--- config.mk ---
export PLATFORM = sky130hd
export DESIGN_NAME = reorder_receiver_cumulative_ack
export DESIGN_NICKNAME = d
export VERILOG_FILES = /design/src/rtl/core/rrca_pkg.sv /design/src/rtl/core/reorder_receiver_cumulative_ack.sv /design/src/rtl/core/rrca_ctrl.sv /design/src/rtl/core/rrca_datapath.sv
export SDC_FILE = /design/constraint.sdc
export NUM_CORES = 1
export LEC_CHECK = 0
export BUFFER_PORTS_ARGS = -buffer_cell sky130_fd_sc_hd__buf_2
export CAP_MARGIN = 20
export CORE_ASPECT_RATIO = 1.1
export CORE_MARGIN = 2
export CORE_UTILIZATION = 25
export DETAILED_ROUTE_END_ITERATION = 7
export PLACE_DENSITY = 0.43
export SLEW_MARGIN = 20
export SYNTH_ARGS = -nofsm -noshare
export SYNTH_HDL_FRONTEND = slang
export SYNTH_SLANG_ARGS = --single-unit
--- constraint.sdc ---
create_clock -name clock -period 13.1 [get_ports clock]
set_input_delay 0 -clock clock [delete_from_list [all_inputs] [get_ports clock]]
set_output_delay 0 -clock clock [all_outputs]
set_load 0.005 [all_outputs]
--- src/rtl/core/rrca_pkg.sv ---
package rrca_pkg;

   localparam int SEQ_BITS        = 24;
   localparam int TAG_BITS        = 16;
   localparam int BYTES_BITS      = 11;
   localparam int KIND_BITS       = 2;
   localparam int WINDOW_DEF      = 32;
   localparam int MAX_PAYLOAD_DEF = 1024;
   localparam int FINAL_ACKS      = 5;
   localparam int FIN_CNT_BITS    = $clog2(FINAL_ACKS);

   typedef logic [KIND_BITS-1:0] kind_type;

   localparam kind_type KIND_DELIVER   = 2'd0;
   localparam kind_type KIND_ACK       = 2'd1;
   localparam kind_type KIND_FINAL_ACK = 2'd2;

   typedef struct packed {
      logic                  func;
      logic [SEQ_BITS-1:0]   seq_number;
      logic [BYTES_BITS-1:0] byte_count;
      logic [TAG_BITS-1:0]   payload_tag;
      logic [SEQ_BITS-1:0]   last_sequence;
   } req_type;

   typedef struct packed {
      kind_type              kind;
      logic [SEQ_BITS-1:0]   delivered_seq;
      logic [BYTES_BITS-1:0] delivered_bytes;
      logic [TAG_BITS-1:0]   delivered_tag;
      logic [SEQ_BITS-1:0]   ack_number;
      logic                  last_of_run;
   } rsp_type;

   // stored descriptor of one reorder slot
   typedef struct packed {
      logic [BYTES_BITS-1:0] bytes;
      logic [TAG_BITS-1:0]   tag;
   } slot_type;

   typedef struct packed {
      logic load;
      logic calc;
      logic end_mark;
      logic store;
      logic read;
      logic deliver;
      logic ack;
      logic final_ack;
      logic final_last;
   } dp_cmd_type;

   typedef struct packed {
      logic is_end;
      logic done;
      logic off_zero;
      logic head_valid;
      logic ack_hit;
      logic out_free;
   } dp_sts_type;

endpackage

--- src/rtl/core/reorder_receiver_cumulative_ack.sv ---
// Receive side of a sliding-window transfer with a reorder window.
//
// req channel: one beat per packet descriptor (data packet or end marker),
// valid/ready. rsp channel: deliver, ack and final-ack beats, valid/ready;
// last_of_run marks the final beat caused by one descriptor.
//
// Sequence: a data packet that releases nothing passes through capture,
// window offset, slot store and ack. Each packet released from the window
// adds a slot memory read, then the deliver beat, and a release run adds
// one more read that finds the head slot empty. The closing burst adds five
// final-ack beats, one per cycle while rsp_ready does not stall. An end
// marker is captured and decoded and produces no beat. The rate is set by
// the control sequencer, which handles one descriptor at a time, and by the
// single read port of the slot memory during a release run.
//
// Reset clears the window valid bits and all sequence state; req_ready rises
// in the cycle after reset drops. A stall on rsp_ready holds the sequencer
// with the pending beat in the output register; a new descriptor is still
// taken while a finished beat waits. After the final acks every descriptor
// is accepted and dropped.
module reorder_receiver_cumulative_ack #(
   parameter int WINDOW      = rrca_pkg::WINDOW_DEF,
   parameter int MAX_PAYLOAD = rrca_pkg::MAX_PAYLOAD_DEF
) (
   input  logic              clock,
   input  logic              reset,
   input  logic              req_valid,
   output logic              req_ready,
   input  rrca_pkg::req_type req_payload,
   output logic              rsp_valid,
   input  logic              rsp_ready,
   output rrca_pkg::rsp_type rsp_payload
);
   import rrca_pkg::*;

   dp_cmd_type cmd;
   dp_sts_type sts;

   // sequencer: handles end markers and walks each data packet through offset, store, release and ack
   rrca_ctrl u_ctrl (
      .clock     (clock),
      .reset     (reset),
      .req_valid (req_valid),
      .req_ready (req_ready),
      .sts       (sts),
      .cmd       (cmd)
   );

   // window state, slot memory and output register
   rrca_datapath #(
      .WINDOW      (WINDOW),
      .MAX_PAYLOAD (MAX_PAYLOAD)
   ) u_datapath (
      .clock       (clock),
      .reset       (reset),
      .req_payload (req_payload),
      .cmd         (cmd),
      .sts         (sts),
      .rsp_valid   (rsp_valid),
      .rsp_ready   (rsp_ready),
      .rsp_payload (rsp_payload)
   );

endmodule

--- src/rtl/core/rrca_ctrl.sv ---
module rrca_ctrl (
   input  logic                clock,
   input  logic                reset,
   input  logic                req_valid,
   output logic                req_ready,
   input  rrca_pkg::dp_sts_type sts,
   output rrca_pkg::dp_cmd_type cmd
);
   import rrca_pkg::*;

   typedef enum logic [2:0] {
      S_IDLE,
      S_CALC,
      S_STORE,
      S_READ,
      S_DELIV,
      S_ACK,
      S_FIN
   } state_type;

   state_type               state_ff, state_in;
   logic                    ready_ff, ready_in;
   logic [FIN_CNT_BITS-1:0] cnt_ff, cnt_in;

   assign req_ready = ready_ff;

   always_comb begin
      cmd      = '0;
      state_in = state_ff;
      ready_in = ready_ff;
      cnt_in   = cnt_ff;
      case (state_ff)
         S_IDLE: begin
            if (req_valid && ready_ff) begin
               cmd.load = 1'b1;
               ready_in = 1'b0;
               state_in = S_CALC;
            end else begin
               ready_in = 1'b1;
            end
         end
         S_CALC: begin
            if (sts.done) begin
               // drop everything once the transfer has ended
               state_in = S_IDLE;
               ready_in = 1'b1;
            end else if (sts.is_end) begin
               cmd.end_mark = 1'b1;
               state_in     = S_IDLE;
               ready_in     = 1'b1;
            end else begin
               cmd.calc = 1'b1;
               state_in = S_STORE;
            end
         end
         S_STORE: begin
            cmd.store = 1'b1;
            state_in  = sts.off_zero ? S_READ : S_ACK;
         end
         S_READ: begin
            cmd.read = 1'b1;
            state_in = sts.head_valid ? S_DELIV : S_ACK;
         end
         S_DELIV: begin
            if (sts.out_free) begin
               cmd.deliver = 1'b1;
               state_in    = S_READ;
            end
         end
         S_ACK: begin
            if (sts.ack_hit) begin
               cnt_in   = '0;
               state_in = S_FIN;
            end else if (sts.out_free) begin
               cmd.ack  = 1'b1;
               state_in = S_IDLE;
               ready_in = 1'b1;
            end
         end
         S_FIN: begin
            if (sts.out_free) begin
               cmd.final_ack = 1'b1;
               if (cnt_ff == FIN_CNT_BITS'(FINAL_ACKS - 1)) begin
                  cmd.final_last = 1'b1;
                  state_in       = S_IDLE;
                  ready_in       = 1'b1;
               end else begin
                  cnt_in = cnt_ff + 1'b1;
               end
            end
         end
         default: begin
            state_in = S_IDLE;
            ready_in = 1'b0;
         end
      endcase
   end

   always_ff @(posedge clock) begin
      if (reset) begin
         state_ff <= S_IDLE;
         ready_ff <= 1'b0;
         cnt_ff   <= '0;
      end else begin
         state_ff <= state_in;
         ready_ff <= ready_in;
         cnt_ff   <= cnt_in;
      end
   end

   a_accept_closes: assert property (@(posedge clock) disable iff (reset)
      (req_valid && req_ready) |=> !req_ready)
      else $error("ready stayed high after a beat was taken");

   a_emit_free: assert property (@(posedge clock) disable iff (reset)
      (cmd.deliver || cmd.ack || cmd.final_ack) |-> sts.out_free)
      else $error("result issued into an occupied output register");

   a_final_done: assert property (@(posedge clock) disable iff (reset)
      cmd.final_last |=> sts.done)
      else $error("transfer not marked done after the last final ack");

endmodule

--- src/rtl/core/rrca_datapath.sv ---
module rrca_datapath #(
   parameter int WINDOW      = rrca_pkg::WINDOW_DEF,
   parameter int MAX_PAYLOAD = rrca_pkg::MAX_PAYLOAD_DEF
) (
   input  logic                 clock,
   input  logic                 reset,
   input  rrca_pkg::req_type    req_payload,
   input  rrca_pkg::dp_cmd_type cmd,
   output rrca_pkg::dp_sts_type sts,
   output logic                 rsp_valid,
   input  logic                 rsp_ready,
   output rrca_pkg::rsp_type    rsp_payload
);
   import rrca_pkg::*;

   localparam int HEAD_W = $clog2(WINDOW);
   localparam logic [HEAD_W:0]   WIN_EXT  = (HEAD_W + 1)'(WINDOW);
   localparam logic [HEAD_W-1:0] HEAD_TOP = HEAD_W'(WINDOW - 1);

   req_type               in_ff;
   logic [SEQ_BITS-1:0]   next_ff;
   logic [SEQ_BITS-1:0]   ack_ff;
   logic [SEQ_BITS-1:0]   final_ff;
   logic                  end_known_ff;
   logic                  done_ff;
   logic [HEAD_W-1:0]     head_ff;
   logic [HEAD_W-1:0]     off_ff;
   logic                  in_win_ff;
   logic                  off_zero_ff;
   logic [WINDOW-1:0]     valid_ff;
   slot_type              mem [WINDOW];
   slot_type              rd_ff;
   rsp_type               rsp_ff, rsp_in;
   logic                  rsp_valid_ff;

   logic [SEQ_BITS-1:0]   diff;
   logic [HEAD_W:0]       sum;
   logic [HEAD_W-1:0]     idx;
   logic [HEAD_W-1:0]     head_next;
   logic [BYTES_BITS-1:0] byte_sat;
   logic                  do_store;
   logic                  emit;

   assign diff      = in_ff.seq_number - next_ff;
   assign sum       = {1'b0, head_ff} + {1'b0, off_ff};
   assign idx       = (sum >= WIN_EXT) ? HEAD_W'(sum - WIN_EXT) : sum[HEAD_W-1:0];
   assign head_next = (head_ff == HEAD_TOP) ? '0 : head_ff + 1'b1;
   assign byte_sat  = (int'(in_ff.byte_count) > MAX_PAYLOAD) ?
                      BYTES_BITS'(MAX_PAYLOAD) : in_ff.byte_count;
   assign do_store  = cmd.store && in_win_ff && !valid_ff[idx];
   assign emit      = cmd.deliver || cmd.ack || cmd.final_ack;

   always_comb begin
      rsp_in = '0;
      if (cmd.deliver) begin
         rsp_in.kind            = KIND_DELIVER;
         rsp_in.delivered_seq   = next_ff;
         rsp_in.delivered_bytes = rd_ff.bytes;
         rsp_in.delivered_tag   = rd_ff.tag;
      end else if (cmd.ack) begin
         rsp_in.kind        = KIND_ACK;
         rsp_in.ack_number  = ack_ff;
         rsp_in.last_of_run = 1'b1;
      end else begin
         rsp_in.kind        = KIND_FINAL_ACK;
         rsp_in.ack_number  = ack_ff;
         rsp_in.last_of_run = cmd.final_last;
      end
   end

   // control state
   always_ff @(posedge clock) begin
      if (reset) begin
         next_ff      <= '0;
         ack_ff       <= '0;
         final_ff     <= '0;
         end_known_ff <= 1'b0;
         done_ff      <= 1'b0;
         head_ff      <= '0;
         valid_ff     <= '0;
         rsp_valid_ff <= 1'b0;
      end else begin
         if (cmd.end_mark && !end_known_ff) begin
            final_ff <= in_ff.last_sequence;
            if (in_ff.last_sequence >= next_ff) begin
               end_known_ff <= 1'b1;
            end else begin
               done_ff <= 1'b1;
            end
         end
         if (do_store) begin
            valid_ff[idx] <= 1'b1;
         end
         if (cmd.read && !valid_ff[head_ff]) begin
            ack_ff <= next_ff - 1'b1;
         end
         if (cmd.deliver) begin
            valid_ff[head_ff] <= 1'b0;
            head_ff           <= head_next;
            next_ff           <= next_ff + 1'b1;
         end
         if (cmd.final_last) begin
            done_ff <= 1'b1;
         end
         if (emit) begin
            rsp_valid_ff <= 1'b1;
         end else if (rsp_ready) begin
            rsp_valid_ff <= 1'b0;
         end
      end
   end

   // payload registers and slot memory
   always_ff @(posedge clock) begin
      if (cmd.load) begin
         in_ff <= req_payload;
      end
      if (cmd.calc) begin
         off_ff      <= diff[HEAD_W-1:0];
         in_win_ff   <= (diff < SEQ_BITS'(WINDOW));
         off_zero_ff <= (diff == '0);
      end
      if (do_store) begin
         mem[idx] <= '{bytes: byte_sat, tag: in_ff.payload_tag};
      end
      if (cmd.read) begin
         rd_ff <= mem[head_ff];
      end
      if (emit) begin
         rsp_ff <= rsp_in;
      end
   end

   assign sts.is_end     = in_ff.func;
   assign sts.done       = done_ff;
   assign sts.off_zero   = off_zero_ff;
   assign sts.head_valid = valid_ff[head_ff];
   assign sts.ack_hit    = end_known_ff && (ack_ff == final_ff);
   assign sts.out_free   = !rsp_valid_ff || rsp_ready;

   assign rsp_valid   = rsp_valid_ff;
   assign rsp_payload = rsp_ff;

   a_deliver_valid: assert property (@(posedge clock) disable iff (reset)
      cmd.deliver |-> valid_ff[head_ff])
      else $error("delivery from an empty slot");

   a_done_sticks: assert property (@(posedge clock) disable iff (reset)
      done_ff |=> done_ff)
      else $error("transfer done flag cleared");

endmodule
Word-level counts from Yosys, hierarchy flattened
Memories as Yosys holds them, arrays and structs flattened. A register that Yosys moved wholly into a read port is not among the register bits.
Cells that the tools add are included.
- bits in registers: 280
- latch bits: 0
- memory bits (writable): 864
- ROM bits: 0
- bits of input ports: 80
- output and inout port bits: 80
- memories kept: 1
- add/sub/neg operators: 7
- $mul: 0
- div/mod/pow operators: 0
- magnitude comparators: 8
- equality and inequality tests: 20
- shift-type cells: 0
- multiplexer cells: 61
- bitwise gates (word level): 4
- reduce and logical (&&, ||, !) cells: 26
- memory list (name ; words ; bits a word ; read ports ; clocked after Yosys merged registers in ; wr ports ; RTL line ; RTL):
    u_datapath.mem ; 32 ; 27 ; 1 ; 1 ; 1 ; rrca_datapath.sv:31 ; slot_type mem [WINDOW];
- operators by type and width (cell ; number):
    32-bit 2-to-1 mux ; 3
    32-bit bitwise AND ; 1
    32-bit NOT ; 1
    32-bit bitwise OR ; 1
    1-bit 2-to-1 mux ; 31
    3-bit 2-to-1 mux ; 10
    24-bit by 1-bit adder with 24-bit output (second input constant) ; 1
    24-bit equality test ; 1
    24-bit >= comparator ; 1
    24-bit logical NOT ; 1
    24-bit by 6-bit < comparator with 1-bit output (second input constant) ; 1
    24-bit by 1-bit subtractor with 24-bit output (second input constant) ; 1
    24-bit subtractor ; 1
    3-bit one-hot mux with 7 select lines ; 1
    2-bit 2-to-1 mux ; 7
    3-bit equality test (second input constant) ; 4
    5-bit by 6-bit < comparator with 1-bit output (second input constant) ; 2
    2-bit != test (second input constant) ; 6
    11-bit greater-than comparator (second input constant) ; 1
    11-bit 2-to-1 mux ; 1
    1-bit binary-select mux with 5-bit select ; 2
    1-bit demux with 5-bit select ; 2
    5-bit by 1-bit >= comparator with 1-bit output (second input constant) ; 2
    5-bit 2-to-1 mux ; 2
    24 further kinds ; 42

Longest topological paths before layout
- depth in word-level cells: 12
- depth in mapped cells: 14

Cells and area by module
Synthesis repeated with hierarchy kept, for this count alone.
- cells, all modules: 2648
- area total of the unflattened synthesis: 46881.2 µm²
- modules (own cells, without submodules) (module ; instances ; cells each ; area each (µm²) ; sequential area each (µm²)):
    rrca_datapath ; 1 ; 2568 ; 46289.4 ; 33832.4
    rrca_ctrl ; 1 ; 80 ; 591.8 ; 140.1

Worst setup path before layout
OpenSTA, ideal clock, no wires.
- kind: flip-flop to flip-flop
- start point: reg u_ctrl.state_ff[2]
- end point: reg u_datapath.in_ff[0] in the netlist's numbering (enable)
- library setup time: 697 ps
- arrival time: 7801 ps
- required time: 12403 ps
- path slack: 4601 ps
- cell stages (with the launch flop): 3
- period minus slack after synthesis: 8499 ps
- path through: dfxtp_1 -> clkbuf_1 -> nor4_1
- RTL lines (item ; RTL line ; RTL):
    from (decl) ; rrca_ctrl.sv:21 ; state_type state_ff, state_in;
    from (signal assigned) ; rrca_ctrl.sv:105 ; state_ff <= state_in;
    to (signal assigned) ; rrca_datapath.sv:116 ; in_ff <= req_payload;
    to (decl) ; rrca_datapath.sv:20 ; req_type in_ff;

Worst setup path in the final report
- start point: reg u_datapath.head_ff[0]
- end point: mem u_datapath.mem[28][23] in the netlist's numbering (enable)
- longest elaborated chain between the ends: 9
- elaborated cells between the ends (all ways): 10
- ends and longest elaborated chain (item ; RTL line ; RTL):
    from (decl) ; rrca_datapath.sv:26 ; logic [HEAD_W-1:0] head_ff;
    from (signal assigned) ; rrca_datapath.sv:99 ; head_ff <= head_next;
    5-bit by 5-bit adder with 6-bit output (*) ; rrca_datapath.sv:45 ; assign sum = {1'b0, head_ff} + {1'b0, off_ff};
    5-bit by 1-bit subtractor with 5-bit output / 6-bit >= comparator (equally long branches) ; rrca_datapath.sv:46 ; assign idx = (sum >= WIN_EXT) ? HEAD_W'(sum - WIN_EXT) : sum[HEAD_W-1:0];
    5-bit 2-to-1 mux (*) ; rrca_datapath.sv:46 ;
    1-bit binary-select mux with 5-bit select ; rrca_datapath.sv:50 ; assign do_store = cmd.store && in_win_ff && !valid_ff[idx];
    1-bit 2-to-1 mux (not written as such) ; rrca_datapath.sv:50 ;
    1-bit logical NOT ; rrca_datapath.sv:50 ;
    1-bit logical AND ; rrca_datapath.sv:50 ;
    1-bit 2-to-1 mux ; rrca_datapath.sv:123 ; if (do_store) begin
    1-bit 2-to-1 mux (not written as such) ; rrca_datapath.sv:124 ; mem[idx] <= '{bytes: byte_sat, tag: in_ff.payload_tag};
    to (decl) ; rrca_datapath.sv:31 ;
Every way passes the cells marked *; elsewhere a longest branch is shown, timed or not. The select of a mux whose other input is x is not followed.

==> qor.yml <==
finalSetupTns_ps: 0
cts_buffer_depth: 3
max_stage_delay_ps: 920
fin_skew_ps: 31.0
crit_slowest_cell: "fa_1"
switching_power_mw: 1.78
synth-edff-count: 1052
insertion_delay_ps: 770
drc: 0
cts_max_level: 4
worst-endpoint-required_ps: 13470
wire_per_inst_um: 27.1
leakagePower_nw: 18.0
vias: 25600
rsz0062_at_grt: "no"
internal_power_mw: 6.51
grt_usage_pct: 15.6
relSlewSlack_pct: 25.1
finalCriticalPeriod_ps: 5490
ys_ff_latch: 1171
dieWidth_um: 416
grt_max_degree: 115
synthCells: 2619
cts.clk_slew.worst_paths_ps: 60
p_total_mw: 8.29
multiInputGateArea_um2: 12200
yosysUniqueCellTypes: 78
combPwrFrac_pct: 3.2
ios: 160
cts_resized: 0
cts_buffers: 136
core-area_um2: 186000
layout_commonest_cell: "edfxtp_1"
worstPathCellList: "ha_1 > inv_1 > fa_1 > mux4_2 > mux2_2 > a32oi_1 > o21ai_1 > nor4_4 > and2_2"
finalHoldViolCount: 0
worst_pin_slew_ps: 1120
antenna_found_initial: 7
syn_area_um2: 46700
status: "finished clean"
p_clk_share_pct: 47.2
cap_violations: 0
rows: 166
syn_area_per_cell_um2: 17.8
switching_share_pct: 21.5
postRouteAntennaNets: 0
grt_pass1_vias: 26100
hold_path_class: "in2reg"
fillers: 18300
cts_tree: "built"
wirelength_um: 150000
p_per_area_nw_per_um2: 146
start_util_pct: 25.1
crit_fanout: 37
area_growth_pct: 21.7
cts_root_buf: "clkbuf_16"
ys_seq_area_share_pct: 72.8
seqPwrFrac_pct: 49.6
grt_remaining_overflow: 0
dp_hpwl_um: 96100
yosys_most_used_dff: "edfxtp_1"
die_h_um: 457
synth_fp_nets: 2761
final-seq-area_um2: 34000
io_buffers: 159
first_pass_iters: 5
vias_per_cell: 4.62
worstSetupStartpointType: "flip-flop"
crit_type: "reg2reg"
setup_viol: 0
async_reset_ff_share_pct: 0
fin_nets: 3137
end_kind: "flip-flop"
layout_common_cells: "edfxtp_1, mux4_2, buf_2, dlygate4sd3_1, clkbuf_16"
critical_path_arrival_ps: 5870
achievable-frequency_mhz: 182
dieArea_um2: 190000
cts.sinks: 1171
ir_drop_mv: 0.126
place.gp.congestion: 0.812
path_buf_inv: 1
critPathTopFamily: "simple AND/OR/NAND/NOR gates"
ys_warn_count: 0
finalCritPeriodShare_pct: 41.9
grt_pass1_wl_um: 209000
drv_slew: 0
drt-initial-drc-count: 2096
drive_gt1_share_pct: 23.4
cells in the mapped netlist (6+ instances only):
cell,number,area share [%]
a22oi_1,112,1.8
clkbuf_1,101,0.81
nand3_1,22,0.24
nor2_1,128,1.0
edfxtp_1,1052,68
inv_1,40,0.32
mux4_2,232,11
nor4_1,18,0.24
ha_1,60,1.6
and2_1,93,1.2
a311oi_1,12,0.23
nor2b_1,22,0.29
a211oi_1,21,0.34
o21ai_0,30,0.32
a31oi_1,6,0.080
xnor2_1,60,1.1
a21o_1,18,0.29
nand2_1,104,0.84
a21oi_1,95,1.0
mux2i_1,9,0.19
o21a_1,31,0.50
buf_1,14,0.11
dfxtp_1,119,5.1
buf_2,19,0.20
nand4_1,45,0.60
o21bai_1,6,0.096
xor2_1,23,0.43
nor3_1,27,0.29
and3_1,9,0.12
layout make-up:
class / count / share of cell area, %
Clock inverter: 74 / 1.64
Inverter: 44 / 0.291
Tap cell: 2436 / 5.36
Timing Repair Buffer: 372 / 4.99
Antenna cell: 7 / 0.0308
Sequential cell: 1171 / 59.8
Multi-Input combinational cell: 1270 / 21.5
Clock buffer: 173 / 6.40
logic make-up after synthesis:
| kind of cell | share of synthesized area, % |
|---|---|
| buffers and inverters | 1.48 |
| multiplexers | 11.4 |
| AO/OA/AOI/OAI | 5.35 |
| adder cells (fa/ha/maj) | 1.69 |
| AND/OR/NAND/NOR | 5.73 |
| XOR/XNOR | 1.56 |
| flip-flops | 72.8 |
flip-flops by register name (all words and copies together) (netlist names), 5 cells and up:
signal and count:
u_datapath.next_ff 24, u_datapath.in_ff 75, u_datapath.rsp_payload 78, u_datapath.off_ff 5
u_datapath.rd_ff 27, u_datapath.final_ff 24, u_datapath.head_ff 5, u_datapath.ack_ff 24
u_datapath.valid_ff 32, u_datapath.mem 864
path summary, 6_finish.rpt:
path / from / to / slack, ps / depth (start not counted)
setup / recovery: u_datapath.head_ff[0] / u_datapath.mem[28][23] / 7610 / 9
hold / removal: req_payload[22] / u_datapath.in_ff[22] / 40 / 2
setup reg to reg: u_datapath.head_ff[0] / u_datapath.mem[28][23] / 7610 / 9
hold reg to reg: u_datapath.final_ff[5] / u_datapath.final_ff[5] / 470 / 2
metrics by stage:
step	hold slack [ps]	utilization (%)	std cells	worst slack (ps)	cell area [µm²]
after global placement	177	27.3	5139	7500	50700
final	40.2	30.6	5547	7610	56800
after global routing	3.08	30.6	5540	7330	56800
after detailed placement	178	27.3	5141	7480	50700
after CTS	3.23	30.6	5539	7460	56800
after floorplan	98.9	-	2619	4600	46700
timing repair:
action,CTS,global route
endpoints found under the hold margin,137,0
hold buffers,151,0
buffers inserted,0,0
per-layer routing:
metal | track usage (%) | vias to the layer above | part of all wire (%)
li1 | - | 11300 | -
met1 | 20.1 | 13600 | 43
met2 | 27.0 | 618 | 51
met3 | 2.46 | 158 | 3.9
met4 | 4.54 | 0 | 2.5
met5 | 0 | - | 0
power by group through the flow:
stage	clock network (mW)	registers (mW)	logic [mW]
2_1_floorplan	0	4.20	0.103
3_3_place_gp	0	4.19	0.235
6_report	3.91	4.11	0.267
5_1_grt	4.15	4.11	0.292
3_5_place_dp	0	4.19	0.237
4_1_cts	4.00	4.11	0.274
Note: power is estimated with default switching activity, not from simulation.
